`src/design/clt_pkg.sv`:
```
// Package: scanner mode codes, token kinds, error codes, config indexes, character class helpers.
package clt_pkg;
	localparam int POS_WIDTH_DEF = 24;
	localparam int LEN_WIDTH_DEF = 12;

	localparam logic [3:0] M_IDLE = 4'd0;
	localparam logic [3:0] M_LINE = 4'd1;
	localparam logic [3:0] M_BLOCK = 4'd2;
	localparam logic [3:0] M_BSTAR = 4'd3;
	localparam logic [3:0] M_IDENT = 4'd4;
	localparam logic [3:0] M_NUM = 4'd5;
	localparam logic [3:0] M_SYM1 = 4'd6;
	localparam logic [3:0] M_SYM2 = 4'd7;
	localparam logic [3:0] M_COPEN = 4'd8;
	localparam logic [3:0] M_CESC = 4'd9;
	localparam logic [3:0] M_CCLOSE = 4'd10;
	localparam logic [3:0] M_STR = 4'd11;
	localparam logic [3:0] M_SESC = 4'd12;

	localparam logic [3:0] K_IDENT = 4'd0;
	localparam logic [3:0] K_TRUE = 4'd1;
	localparam logic [3:0] K_FALSE = 4'd2;
	localparam logic [3:0] K_DEC = 4'd3;
	localparam logic [3:0] K_HEX = 4'd4;
	localparam logic [3:0] K_FLOAT = 4'd5;
	localparam logic [3:0] K_CHAR = 4'd6;
	localparam logic [3:0] K_STRING = 4'd7;
	localparam logic [3:0] K_SYMBOL = 4'd8;
	localparam logic [3:0] K_END = 4'd9;

	localparam logic [2:0] E_NONE = 3'd0;
	localparam logic [2:0] E_COMMENT = 3'd1;
	localparam logic [2:0] E_NAME = 3'd2;
	localparam logic [2:0] E_NUMBER = 3'd3;
	localparam logic [2:0] E_CHAR = 3'd4;
	localparam logic [2:0] E_STR_OPEN = 3'd5;
	localparam logic [2:0] E_STR_LONG = 3'd6;

	localparam logic [1:0] R_START_LINE = 2'd0;
	localparam logic [1:0] R_MAX_NAME = 2'd1;
	localparam logic [1:0] R_MAX_STRING = 2'd2;

	function automatic logic is_alpha(input logic [7:0] c);
		return (c >= 8'h41 && c <= 8'h5A) || (c >= 8'h61 && c <= 8'h7A) || c == 8'h5F;
	endfunction

	function automatic logic is_digit(input logic [7:0] c);
		return c >= 8'h30 && c <= 8'h39;
	endfunction

	function automatic logic pairs_with(input logic [7:0] h, input logic [7:0] c);
		logic r;
		r = 1'b0;
		case ({h, c})
			"<<", ">>", "!=", "<=", ">=", "++", "--", "+=", "-=", "*=", "/=", "&&", "||",
			"^^", "==", "**", "~=", "::": r = 1'b1;
			default: r = 1'b0;
		endcase
		return r;
	endfunction
endpackage

```
`src/design/c_like_tokenizer_unit.sv`:
```
// Top level: streaming C-like tokenizer, one character per request.
//
//  channel | signals                                        | role
//  in      | in_valid/in_ready, ch, end_of_text, no_constants, template_close | char request
//  out     | out_valid/out_ready, token_* , error_code, last_of_run | token request
//  cfg     | cfg_we, cfg_index, cfg_data                     | register writes
//
// One character per cycle while in_ready is high. A character updates the scanner state in the cycle
// it is taken and its results (up to two) land in a two-entry output queue.
// in_ready is high while the queue has room for two results, so a character
// can be taken in the same cycle the head result leaves.
// Reset clears the scanner to idle, position 0, line = 1, limits 1024.
// After an error result the scanner halts until reset; requests are still
// taken and dropped.
module c_like_tokenizer_unit #(
	parameter int POS_WIDTH = clt_pkg::POS_WIDTH_DEF,
	parameter int LEN_WIDTH = clt_pkg::LEN_WIDTH_DEF
) (
	input  logic                 clk,
	input  logic                 arst_n,
	input  logic                 in_valid,
	output logic                 in_ready,
	input  logic [7:0]           ch,
	input  logic                 end_of_text,
	input  logic                 no_constants,
	input  logic                 template_close,
	output logic                 out_valid,
	input  logic                 out_ready,
	output logic [3:0]           token_kind,
	output logic [POS_WIDTH-1:0] token_start,
	output logic [LEN_WIDTH-1:0] token_length,
	output logic [POS_WIDTH-1:0] token_line,
	output logic [2:0]           error_code,
	output logic                 last_of_run,
	input  logic                 cfg_we,
	input  logic [1:0]           cfg_index,
	input  logic [23:0]          cfg_data
);
	import clt_pkg::*;

	localparam logic [POS_WIDTH-1:0] POS_MAX = '1;
	localparam logic [LEN_WIDTH-1:0] LEN_MAX = '1;

	typedef struct packed {
		logic [3:0]           kind;
		logic [POS_WIDTH-1:0] start;
		logic [LEN_WIDTH-1:0] len;
		logic [POS_WIDTH-1:0] line;
		logic [2:0]           err;
		logic                 last;
	} tok_t;

	// config
	logic [LEN_WIDTH-1:0] max_name_q, max_str_q;

	// scanner state
	logic [3:0]           mode_q;
	logic [POS_WIDTH-1:0] pos_q, line_q, spos_q, sline_q;
	logic [LEN_WIDTH-1:0] len_q, esc_q;
	logic                 point_q, hexm_q, halted_q;
	logic [7:0]           held_q;
	logic [1:0]           bwm_q, flags_q;

	// output queue
	tok_t     q_q [2];
	logic [1:0] cnt_q;

	logic take;
	assign in_ready = (cnt_q == 2'd0) || (cnt_q == 2'd1 && out_ready);
	assign take = in_valid && in_ready;

	// next-state
	logic [3:0]           mode_d;
	logic [POS_WIDTH-1:0] line_d, spos_d, sline_d;
	logic [LEN_WIDTH-1:0] len_d, esc_d, eff;
	logic                 point_d, hexm_d, halt_d;
	logic [7:0]           held_d, u;
	logic [1:0]           bwm_d, flags_d;
	tok_t                 r0, r1;
	logic [1:0]           nres;
	logic                 do_begin, do_finish, eot;
	logic [LEN_WIDTH-1:0] fin_len;
	logic [3:0]           fin_kind;
	logic [2:0]           fin_err;
	logic [LEN_WIDTH-1:0] len_inc;
	logic [POS_WIDTH-1:0] line_inc;
	logic [7:0]           lc;

	assign len_inc = (len_q == LEN_MAX) ? len_q : len_q + 1'b1;
	assign line_inc = (line_q == POS_MAX) ? line_q : line_q + 1'b1;

	// match one letter of true/false at index idx
	function automatic logic [1:0] match(input logic [1:0] m, input logic [7:0] c,
		input logic [LEN_WIDTH-1:0] idx);
		logic [7:0] l;
		logic [1:0] r;
		l = c | 8'h20;
		r = m;
		case (idx)
			0: begin if (l != "t") r[0] = 1'b0; if (l != "f") r[1] = 1'b0; end
			1: begin if (l != "r") r[0] = 1'b0; if (l != "a") r[1] = 1'b0; end
			2: begin if (l != "u") r[0] = 1'b0; if (l != "l") r[1] = 1'b0; end
			3: begin if (l != "e") r[0] = 1'b0; if (l != "s") r[1] = 1'b0; end
			4: begin r[0] = 1'b0; if (l != "e") r[1] = 1'b0; end
			default: r = 2'b00;
		endcase
		return r;
	endfunction

	always_comb begin
		mode_d = mode_q; line_d = line_q; spos_d = spos_q; sline_d = sline_q;
		len_d = len_q; esc_d = esc_q; point_d = point_q; hexm_d = hexm_q;
		held_d = held_q; bwm_d = bwm_q; flags_d = flags_q; halt_d = halted_q;
		r0 = '0; r1 = '0; nres = 2'd0;
		do_begin = 1'b0; do_finish = 1'b0;
		fin_len = len_q;
		eot = end_of_text || ch == 8'd0;
		u = (ch >= 8'h61 && ch <= 8'h7A) ? ch - 8'd32 : ch;
		lc = ch;
		eff = (esc_q > len_inc) ? '0 : len_inc - esc_q;
		// finish result for pending ident/num/sym
		fin_kind = K_SYMBOL; fin_err = E_NONE;
		if (mode_q == M_IDENT) begin
			fin_kind = K_IDENT;
			if (!flags_q[0]) begin
				if (len_q == LEN_WIDTH'(4) && bwm_q[0]) fin_kind = K_TRUE;
				else if (len_q == LEN_WIDTH'(5) && bwm_q[1]) fin_kind = K_FALSE;
			end
			fin_err = (len_q >= max_name_q) ? E_NAME : E_NONE;
		end else if (mode_q == M_NUM) begin
			fin_kind = point_q ? K_FLOAT : (hexm_q ? K_HEX : K_DEC);
			fin_err = (len_q >= max_name_q) ? E_NUMBER : E_NONE;
		end

		if (eot) begin
			case (mode_q)
				M_BLOCK, M_BSTAR: begin
					r0 = '{K_END, pos_q, '0, line_q, E_COMMENT, 1'b0}; nres = 2'd1;
				end
				M_IDENT, M_NUM, M_SYM1, M_SYM2: do_finish = 1'b1;
				M_COPEN, M_CESC, M_CCLOSE: begin
					r0 = '{K_CHAR, spos_q, len_q, sline_q, E_CHAR, 1'b0}; nres = 2'd1;
				end
				M_STR, M_SESC: begin
					r0 = '{K_STRING, spos_q, len_q, sline_q, E_STR_OPEN, 1'b0}; nres = 2'd1;
				end
				default: ;
			endcase
			if (do_finish) begin
				r0 = '{fin_kind, spos_q, len_q, sline_q, fin_err, 1'b0}; nres = 2'd1;
			end
			if (!(nres == 2'd1 && r0.err != E_NONE)) begin
				if (nres == 2'd1) begin
					r1 = '{K_END, pos_q, '0, line_q, E_NONE, 1'b0}; nres = 2'd2;
				end else begin
					r0 = '{K_END, pos_q, '0, line_q, E_NONE, 1'b0}; nres = 2'd1;
				end
				mode_d = M_IDLE;
			end
		end else begin
			case (mode_q)
				M_LINE: if (ch == 8'h0A) begin line_d = line_inc; mode_d = M_IDLE; end
				M_BLOCK: begin
					if (ch == 8'h0A) line_d = line_inc;
					else if (ch == "*") mode_d = M_BSTAR;
				end
				M_BSTAR: begin
					if (ch == "/") mode_d = M_IDLE;
					else if (ch != "*") begin
						if (ch == 8'h0A) line_d = line_inc;
						mode_d = M_BLOCK;
					end
				end
				M_IDENT: begin
					if (is_alpha(ch) || is_digit(ch)) begin
						bwm_d = match(bwm_q, lc, len_q); len_d = len_inc;
					end else begin
						do_finish = 1'b1; do_begin = fin_err == E_NONE;
					end
				end
				M_NUM: begin
					if (is_digit(u) || (!point_q && u == ".") || (!hexm_q && u == "X") ||
						(hexm_q && u >= "A" && u <= "F")) begin
						len_d = len_inc;
						if (u == ".") point_d = 1'b1;
						if (u == "X") hexm_d = 1'b1;
					end else if (point_q && u == "F") begin
						// suffix counts toward the length limit
						fin_len = len_inc; do_finish = 1'b1;
						fin_err = (len_inc >= max_name_q) ? E_NUMBER : E_NONE;
					end else begin
						do_finish = 1'b1; do_begin = fin_err == E_NONE;
					end
				end
				M_SYM1: begin
					if (held_q == "/" && ch == "*") mode_d = M_BLOCK;
					else if (held_q == "/" && ch == "/") mode_d = M_LINE;
					else if ((held_q == "+" || held_q == "-") && !flags_q[0] && is_digit(ch))
					begin
						len_d = len_inc; mode_d = M_NUM;
					end else if (pairs_with(held_q, ch) &&
						!(held_q == ">" && ch == ">" && flags_q[1])) begin
						len_d = len_inc;
						if (held_q == ">" && ch == ">") mode_d = M_SYM2;
						else begin fin_len = len_inc; do_finish = 1'b1; end
					end else begin
						do_finish = 1'b1; do_begin = 1'b1;
					end
				end
				M_SYM2: begin
					if (ch == ">") begin fin_len = len_inc; do_finish = 1'b1; end
					else begin do_finish = 1'b1; do_begin = 1'b1; end
				end
				M_COPEN: begin
					len_d = len_inc; mode_d = (ch == 8'h5C) ? M_CESC : M_CCLOSE;
				end
				M_CESC: begin len_d = len_inc; mode_d = M_CCLOSE; end
				M_CCLOSE: begin
					len_d = len_inc; mode_d = M_IDLE;
					r0 = '{K_CHAR, spos_q, len_inc, sline_q,
						(ch == 8'h27) ? E_NONE : E_CHAR, 1'b0};
					nres = 2'd1;
				end
				M_STR: begin
					len_d = len_inc;
					if (ch == 8'h22) begin
						mode_d = M_IDLE;
						r0 = '{K_STRING, spos_q, len_inc, sline_q,
							(eff >= max_str_q) ? E_STR_LONG : E_NONE, 1'b0};
						nres = 2'd1;
					end else if (ch == 8'h0A || ch == 8'h0D) begin
						mode_d = M_IDLE;
						r0 = '{K_STRING, spos_q, len_inc, sline_q, E_STR_OPEN, 1'b0};
						nres = 2'd1;
					end else if (ch == 8'h5C) mode_d = M_SESC;
				end
				M_SESC: begin
					len_d = len_inc;
					if (ch == 8'h0A || ch == 8'h0D) begin
						mode_d = M_IDLE;
						r0 = '{K_STRING, spos_q, len_inc, sline_q, E_STR_OPEN, 1'b0};
						nres = 2'd1;
					end else begin
						if (esc_q != LEN_MAX) esc_d = esc_q + 1'b1;
						mode_d = M_STR;
					end
				end
				default: do_begin = 1'b1;
			endcase
			if (do_finish) begin
				r0 = '{fin_kind, spos_q, fin_len, sline_q, fin_err, 1'b0};
				nres = 2'd1; mode_d = M_IDLE; len_d = fin_len;
			end
			if (do_begin) begin
				if (ch == 8'h0A) line_d = line_inc;
				else if (!(ch == " " || ch == 8'h09 || ch == 8'h0D)) begin
					spos_d = pos_q; sline_d = line_q; esc_d = '0;
					point_d = 1'b0; hexm_d = 1'b0; held_d = ch;
					flags_d = {template_close, no_constants};
					len_d = LEN_WIDTH'(1);
					bwm_d = 2'b11;
					if (is_alpha(ch)) begin
						bwm_d = match(2'b11, lc, '0); mode_d = M_IDENT;
					end else if (!no_constants && is_digit(ch)) mode_d = M_NUM;
					else if (ch == 8'h27) mode_d = M_COPEN;
					else if (ch == 8'h22) mode_d = M_STR;
					else mode_d = M_SYM1;
				end
			end
		end
		if (nres == 2'd1) begin
			r0.last = 1'b1;
			if (r0.err != E_NONE) halt_d = 1'b1;
		end
		if (nres == 2'd2) r1.last = 1'b1;
	end

	logic pop;
	assign pop = out_valid && out_ready;
	assign out_valid = cnt_q != 2'd0;
	assign token_kind = q_q[0].kind;
	assign token_start = q_q[0].start;
	assign token_length = q_q[0].len;
	assign token_line = q_q[0].line;
	assign error_code = q_q[0].err;
	assign last_of_run = q_q[0].last;

	logic [1:0] push_n;
	logic [1:0] after_pop;
	assign push_n = (take && !halted_q) ? nres : 2'd0;
	assign after_pop = cnt_q - {1'b0, pop};

	always_ff @(posedge clk) begin
		if (push_n != 2'd0) begin
			if (after_pop == 2'd0) begin
				q_q[0] <= r0;
				q_q[1] <= r1;
			end else q_q[1] <= r0;
		end else if (pop) q_q[0] <= q_q[1];
	end

	always_ff @(posedge clk or negedge arst_n) begin
		if (!arst_n) begin
			cnt_q <= 2'd0;
			max_name_q <= LEN_WIDTH'(1024);
			max_str_q <= LEN_WIDTH'(1024);
			mode_q <= M_IDLE; pos_q <= '0; line_q <= POS_WIDTH'(1);
			spos_q <= '0; sline_q <= '0; len_q <= '0; esc_q <= '0;
			point_q <= 1'b0; hexm_q <= 1'b0; held_q <= '0; bwm_q <= '0;
			flags_q <= '0; halted_q <= 1'b0;
		end else begin
			cnt_q <= after_pop + push_n;
			if (take && !halted_q) begin
				mode_q <= mode_d; line_q <= line_d; spos_q <= spos_d; sline_q <= sline_d;
				len_q <= len_d; esc_q <= esc_d; point_q <= point_d; hexm_q <= hexm_d;
				held_q <= held_d; bwm_q <= bwm_d; flags_q <= flags_d; halted_q <= halt_d;
				if (!eot && pos_q != POS_MAX) pos_q <= pos_q + 1'b1;
			end
			if (cfg_we) begin
				unique case (cfg_index)
					R_START_LINE: line_q <= POS_WIDTH'(cfg_data);
					R_MAX_NAME: max_name_q <= LEN_WIDTH'(cfg_data[11:0]);
					R_MAX_STRING: max_str_q <= LEN_WIDTH'(cfg_data[11:0]);
					default: ;
				endcase
			end
		end
	end

	a_cnt: assert property (@(posedge clk) disable iff (!arst_n) cnt_q != 2'd3)
		else $error("queue overflow");
	a_halt: assert property (@(posedge clk) disable iff (!arst_n)
		halted_q |=> halted_q) else $error("halt released");
	a_halted_quiet: assert property (@(posedge clk) disable iff (!arst_n)
		halted_q |-> push_n == 2'd0) else $error("result while halted");
	a_pos: assert property (@(posedge clk) disable iff (!arst_n)
		(take && !halted_q && eot) |=> $stable(pos_q)) else $error("end moved position");
endmodule

```
`config.mk`:
```
export PLATFORM = sky130hd
export DESIGN_NAME = c_like_tokenizer_unit
export DESIGN_NICKNAME = d
export VERILOG_FILES = /design/src/design/clt_pkg.sv /design/src/design/c_like_tokenizer_unit.sv
export SDC_FILE = /design/constraint.sdc
export NUM_CORES = 1
export LEC_CHECK = 0
export BUFFER_PORTS_ARGS = -buffer_cell sky130_fd_sc_hd__buf_2
export CAP_MARGIN = 20
export CORE_MARGIN = 2
export CORE_UTILIZATION = 40
export CTS_CLUSTER_SIZE = 24
export DETAILED_ROUTE_END_ITERATION = 10
export MAX_ROUTING_LAYER = met4
export SYNTH_ARGS = -nofsm -noshare
export SYNTH_HDL_FRONTEND = slang
export SYNTH_SLANG_ARGS = --single-unit
```
`constraint.sdc`:
```
create_clock -name clk -period 9.6 [get_ports clk]
set_input_delay 0.48 -clock clk [delete_from_list [all_inputs] [get_ports clk]]
set_output_delay 0.48 -clock clk [all_outputs]
set_load 0.02 [all_outputs]
```
* After elaboration in Yosys (flattened, before gate mapping)
Memories as Yosys holds them, arrays and structs flattened.
Index checks and enable logic that the tools add are counted.
** Storage, ports and cells
- Word-level logic and storage cells :: 364
- Memories kept :: 1
- Flip-flop bits (word level) :: 165
- Input bits :: 42
- Output and inout bits :: 70
- Bits in writable memories :: 136
** Memory list
- q_q :: depth 2, bits a word 68, read ports 2, clocked after memory_dff 0, wr ports 2, line c_like_tokenizer_unit.sv:65 : tok_t q_q [2];
** Cells by class
- Multiplexer cells :: 177
- Bitwise operators :: 5
- $lt $le $gt $ge :: 14
- Reduce and logical (&&, ||, !) cells :: 70
- Equality and inequality tests :: 73
- $add $sub $neg :: 8
** Operators by type and width (number)
- $mux 68 :: 11
- $mux 12 :: 26
- $eq 16x14->1 const B :: 15
- $mux 24 :: 10
- $pmux 68 s3 :: 1
- $pmux 67 s3 :: 1
- $mux 67 :: 2
- $mux 4 :: 27
- $eq 8x6->1 const B :: 11
- $mux 1 :: 62
- $ne 7x6->1 const B :: 8
- $add 24x1->24 const B :: 2
- $eq 16x15->1 const B :: 3
- $pmux 12 s4 :: 1
- $pmux 24 s2 :: 1
- $mux 2 :: 21
- $ge 12x12->1 :: 3
- $pmux 12 s3 :: 1
- $pmux 4 s9 :: 1
- $eq 8x7->1 const B :: 4
- $logic_and 1x1->1 :: 25
- $add 12x1->12 const B :: 2
- $eq 12x2->1 const B :: 2
- $eq 12x3->1 const B :: 2
- 49 further kinds :: 105

* Longest topological paths before layout
- Depth in word-level cells :: 23
- Mapped depth :: 29
- Depth with buffers taken out :: 28

* Least setup slack after synthesis
OpenSTA, ideal clock, no wires.
- Kind :: input to register
- Start point :: in ch[0]
- End point :: mem q_q[0][0] (netlist name) (enable)
- Path buffers :: 1
- Required time :: 9.012 ns
- Slack :: 1.816 ns
- Arrival time :: 7.196 ns
- Stages :: 9
- Library setup time :: 0.588 ns
- Path through :: buf_2 or3b_1 and3_1 o31a_1 o31a_1 a21o_1 a21o_1 a21o_2 o21ai_0
** RTL lines
- from (decl) :: line c_like_tokenizer_unit.sv:23 : input logic [7:0] ch,
- to (decl) :: line c_like_tokenizer_unit.sv:65

==> flow_summary_export.csv <==
group,metric,value,unit
run_status,run_status,"finished clean",
place,dp.final_hpwl,35700,um
routing,vias,14600,
layout,areaGrowthSynthToFinish,9.42,%
clocking,tritoncts,"done",
die,initial_core_util,0.403,
layout,drive_above_1_share,0.129,
worst_setup_path,required,9.88,ns
pwr,leakage,7.99,nW
die,rows,77,
sta,finalCritPeriodShare,0.824,
global_route,grt_pass1_wl,82300,um
min_path,hold_class,"input port to flip-flop",
pwr,p_per_area,282,nW/um^2
layout,finalNonFillerCells,2510,
logic_synthesis,synth.ff_latch_count,301,
clocking,cts_root_buf,"clkbuf_16",
clocking,htree_levels,2,
sta,drv_slew,0,
layout,mostFrequentLayoutCell,"nand2_1",
flow_run,drv_cap,0,
logic_synthesis,async_flop_share,0.548,
die,die_height,215,um
logic_synthesis,synth_area_per_cell,9.32,um^2
clocking,clockBufferDepth,3,
logic_synthesis,yosys.cell_types.count,87,
global_route,grt_max_degree,73,
die,die_area,46100,um^2
layout,nFillCells,4280,
pwr,peakVddDrop,0.000129,V
sta,finalHoldViolations,0,
global_route,globalRoute.totalOverflow,0,
logic_synthesis,synth_top_area_share,0.230,
worst_setup_path,startpoint_type,"flip-flop",
sta,max_freq,0.126,GHz
logic_synthesis,syn-num-nets,2007,
sta,setup_viol,0,
die,fp.coreArea,44000,um^2
routing,drc,0,
logic_synthesis,syn_inst,1904,
layout,layout_common_cells,"nand2_1 (280), nor2_1 (222), dfrtp_1 (162)",
place,place_inst,2444,
clocking,clock-sinks,301,
die,die_x,215,um
logic_synthesis,synth_top_area_cell,"edfxtp_1",
worst_setup_path,worst_r2r_path_depth,27,
clocking,clk-insertion-delay-late,0.56,ns
logic_synthesis,ys_seq_area_frac,0.463,
routing,first_pass_iters,6,
routing,via_per_inst,5.82,
worst_setup_path,crit_type,"flip-flop to flip-flop",
logic_synthesis,synth-main-ff-cell,"dfrtp_1",
clocking,cts_buffers,36,
place,gp_congestion,0.950,
sta,finalClockSkew,0.0333,ns
die,io_pins,112,
sta,rsz0062_at_grt,"false",
layout,antenna_cells,0,
layout,nets,1995,
logic_synthesis,netlist_area,17800,um^2
clocking,cts_setup_buffers,0,
routing,drt_iter0_markers,1647,
min_path,holdPathStages,3,
global_route,grt_pass1_vias,14100,
routing,drtAntennaViolNets,0,
place,numPortBuffers,111,
logic_synthesis,yosysWarnings,0,
sta,worst_pin_slew,1.10,ns
sta,tns,0,ns
routing,wl_per_cell,20.8,um
routing,totalWireLength,52300,um
worst_setup_path,path_max_fanout,16,
worst_setup_path,arrival,8.19,ns
global_route,antenna_found_initial,0,
global_route,grt_usage,0.233,
logic_synthesis,synth_edf_count,136,
worst_setup_path,critPathCaptureType,"flip-flop",
layout,fin_util,0.441,
sta,hold_ws,0.136,ns
sta,period_needed,7.91,ns
clocking,path_clk_slew,0.06,ns
sta,maxSlewHeadroom,0.255,
logic_synthesis,synth.top_cells.by_area,"edfxtp_1 (23%), dfrtp_1 (23%), nand2_1 (5.9%)",
-- worst paths after layout --
kind                          endpoint    startpoint  slack, ns
max                          q_q[0][2]      len_q[3]       1.69
min                         line_q[15]  cfg_data[15]       0.14
max reg2reg                  q_q[0][2]      len_q[3]       1.69
min reg2reg                 sline_q[0]    sline_q[0]       0.50
max in group asynchronous   spos_q[21]        arst_n       7.98
min in group asynchronous  sline_q[12]        arst_n       0.37
-- synthesized netlist by cell type (10+ instances only) --
cell	count
nand2b_1	13
a21oi_1	100
dfrtp_1	162
ha_1	60
and3_1	19
clkbuf_1	75
nand3_1	58
buf_1	11
and4_1	11
a22o_1	55
and2_1	10
buf_2	30
xnor2_1	41
a31oi_1	14
nor4_1	15
a221oi_1	51
o22ai_1	11
inv_1	57
nand2_1	281
xor2_1	31
nor2_1	226
nand4_1	26
o21ai_0	78
edfxtp_1	136
nor3_1	34
mux2_2	28
buf_4	67
a21o_1	12
nor2b_1	19
-- stage by stage --
step | setup WS, ns | power, W | cell area [um^2]
floorplan | 1.82 | 0.00365 | 17800
global placement | 1.80 | 0.00418 | 18300
detailed placement | 1.73 | 0.00420 | 18300
CTS | 1.70 | 0.00551 | 19400
global route | 0.880 | 0.00585 | 19400
finish | 1.69 | 0.00549 | 19400
-- flip-flops by register name, indices dropped and copies added (netlist names) --
| name | flops |
|---|---|
| mode_q | 4 |
| line_q | 24 |
| pos_q | 24 |
| bwm_q | 2 |
| len_q | 12 |
| q_q | 136 |
| spos_q | 24 |
| sline_q | 24 |
| point_q | 1 |
| flags_q | 2 |
| esc_q | 12 |
| halted_q | 1 |
| max_name_q | 12 |
| held_q | 8 |
| hexm_q | 1 |
| max_str_q | 12 |
| cnt_q | 2 |
-- metal layers --
metal | global-route usage | up-vias | routed length [um]
met4 | 0.0840 | 0 | 1460
met2 | 0.347 | 588 | 23500
met3 | 0.0304 | 98 | 3600
met1 | 0.327 | 7131 | 23700
li1 | - | 6779 | -
met5 | - | - | 0
-- timing repair --
action | in CTS | in global routing
gates resized for setup | 0 | 0
hold buffers | 1 | 0
endpoints found under the hold margin | 25 | 0
-- power by group --
group | internal [W] | switching (W) | leakage, nW
registers | 0.00177 | 0.000258 | 3.43
clock network | 0.000746 | 0.000554 | 0.532
logic | 0.000728 | 0.00144 | 4.03
-- critical path, stage by stage, from the launching register on --
cell	delay, ns
dfrtp_1	0.62
and4_1	0.32
and4_1	0.28
nand4_1	0.57
nand2_1	0.22
o21ai_0	0.30
fa_1	0.51
a21oi_1	0.19
nor2_1	0.06
nor2_1	0.15
o21bai_1	0.08
a21oi_1	0.20
o21ai_0	0.19
a311o_1	0.44
a21o_1	0.19
a21oi_1	0.55
nor2_1	0.12
ha_1	0.31
a21oi_1	0.12
o21ai_0	0.09
a211oi_1	0.22
o21ai_0	0.12
a21oi_1	0.19
nor2_1	0.06
o41ai_1	0.88
a221oi_1	0.23
o22ai_1	0.28
o21ai_0	0.11
-- kinds of logic after synthesis --
kind of cell,count (synthesis),share of synthesized area
AO/OA/AOI/OAI,414,0.161
XOR/XNOR,72,0.0355
adder cells (fa/ha/maj),61,0.0434
buffers and inverters,244,0.0691
flip-flops,301,0.463
multiplexers,36,0.0228
AND/OR/NAND/NOR,776,0.206
-- area by class of cell --
type                       instances  area (um^2)  share of cell area
multi-input combinational       1359         8380               0.432
sequential                       301         8220               0.423
clock buffer                      51          987              0.0508
timing repair buffer             136          772              0.0397
tap                              592          741              0.0381
inverter                          58          218              0.0112
clock inverter                    13          108             0.00554
Note: power is estimated with default switching activity, not from simulation.
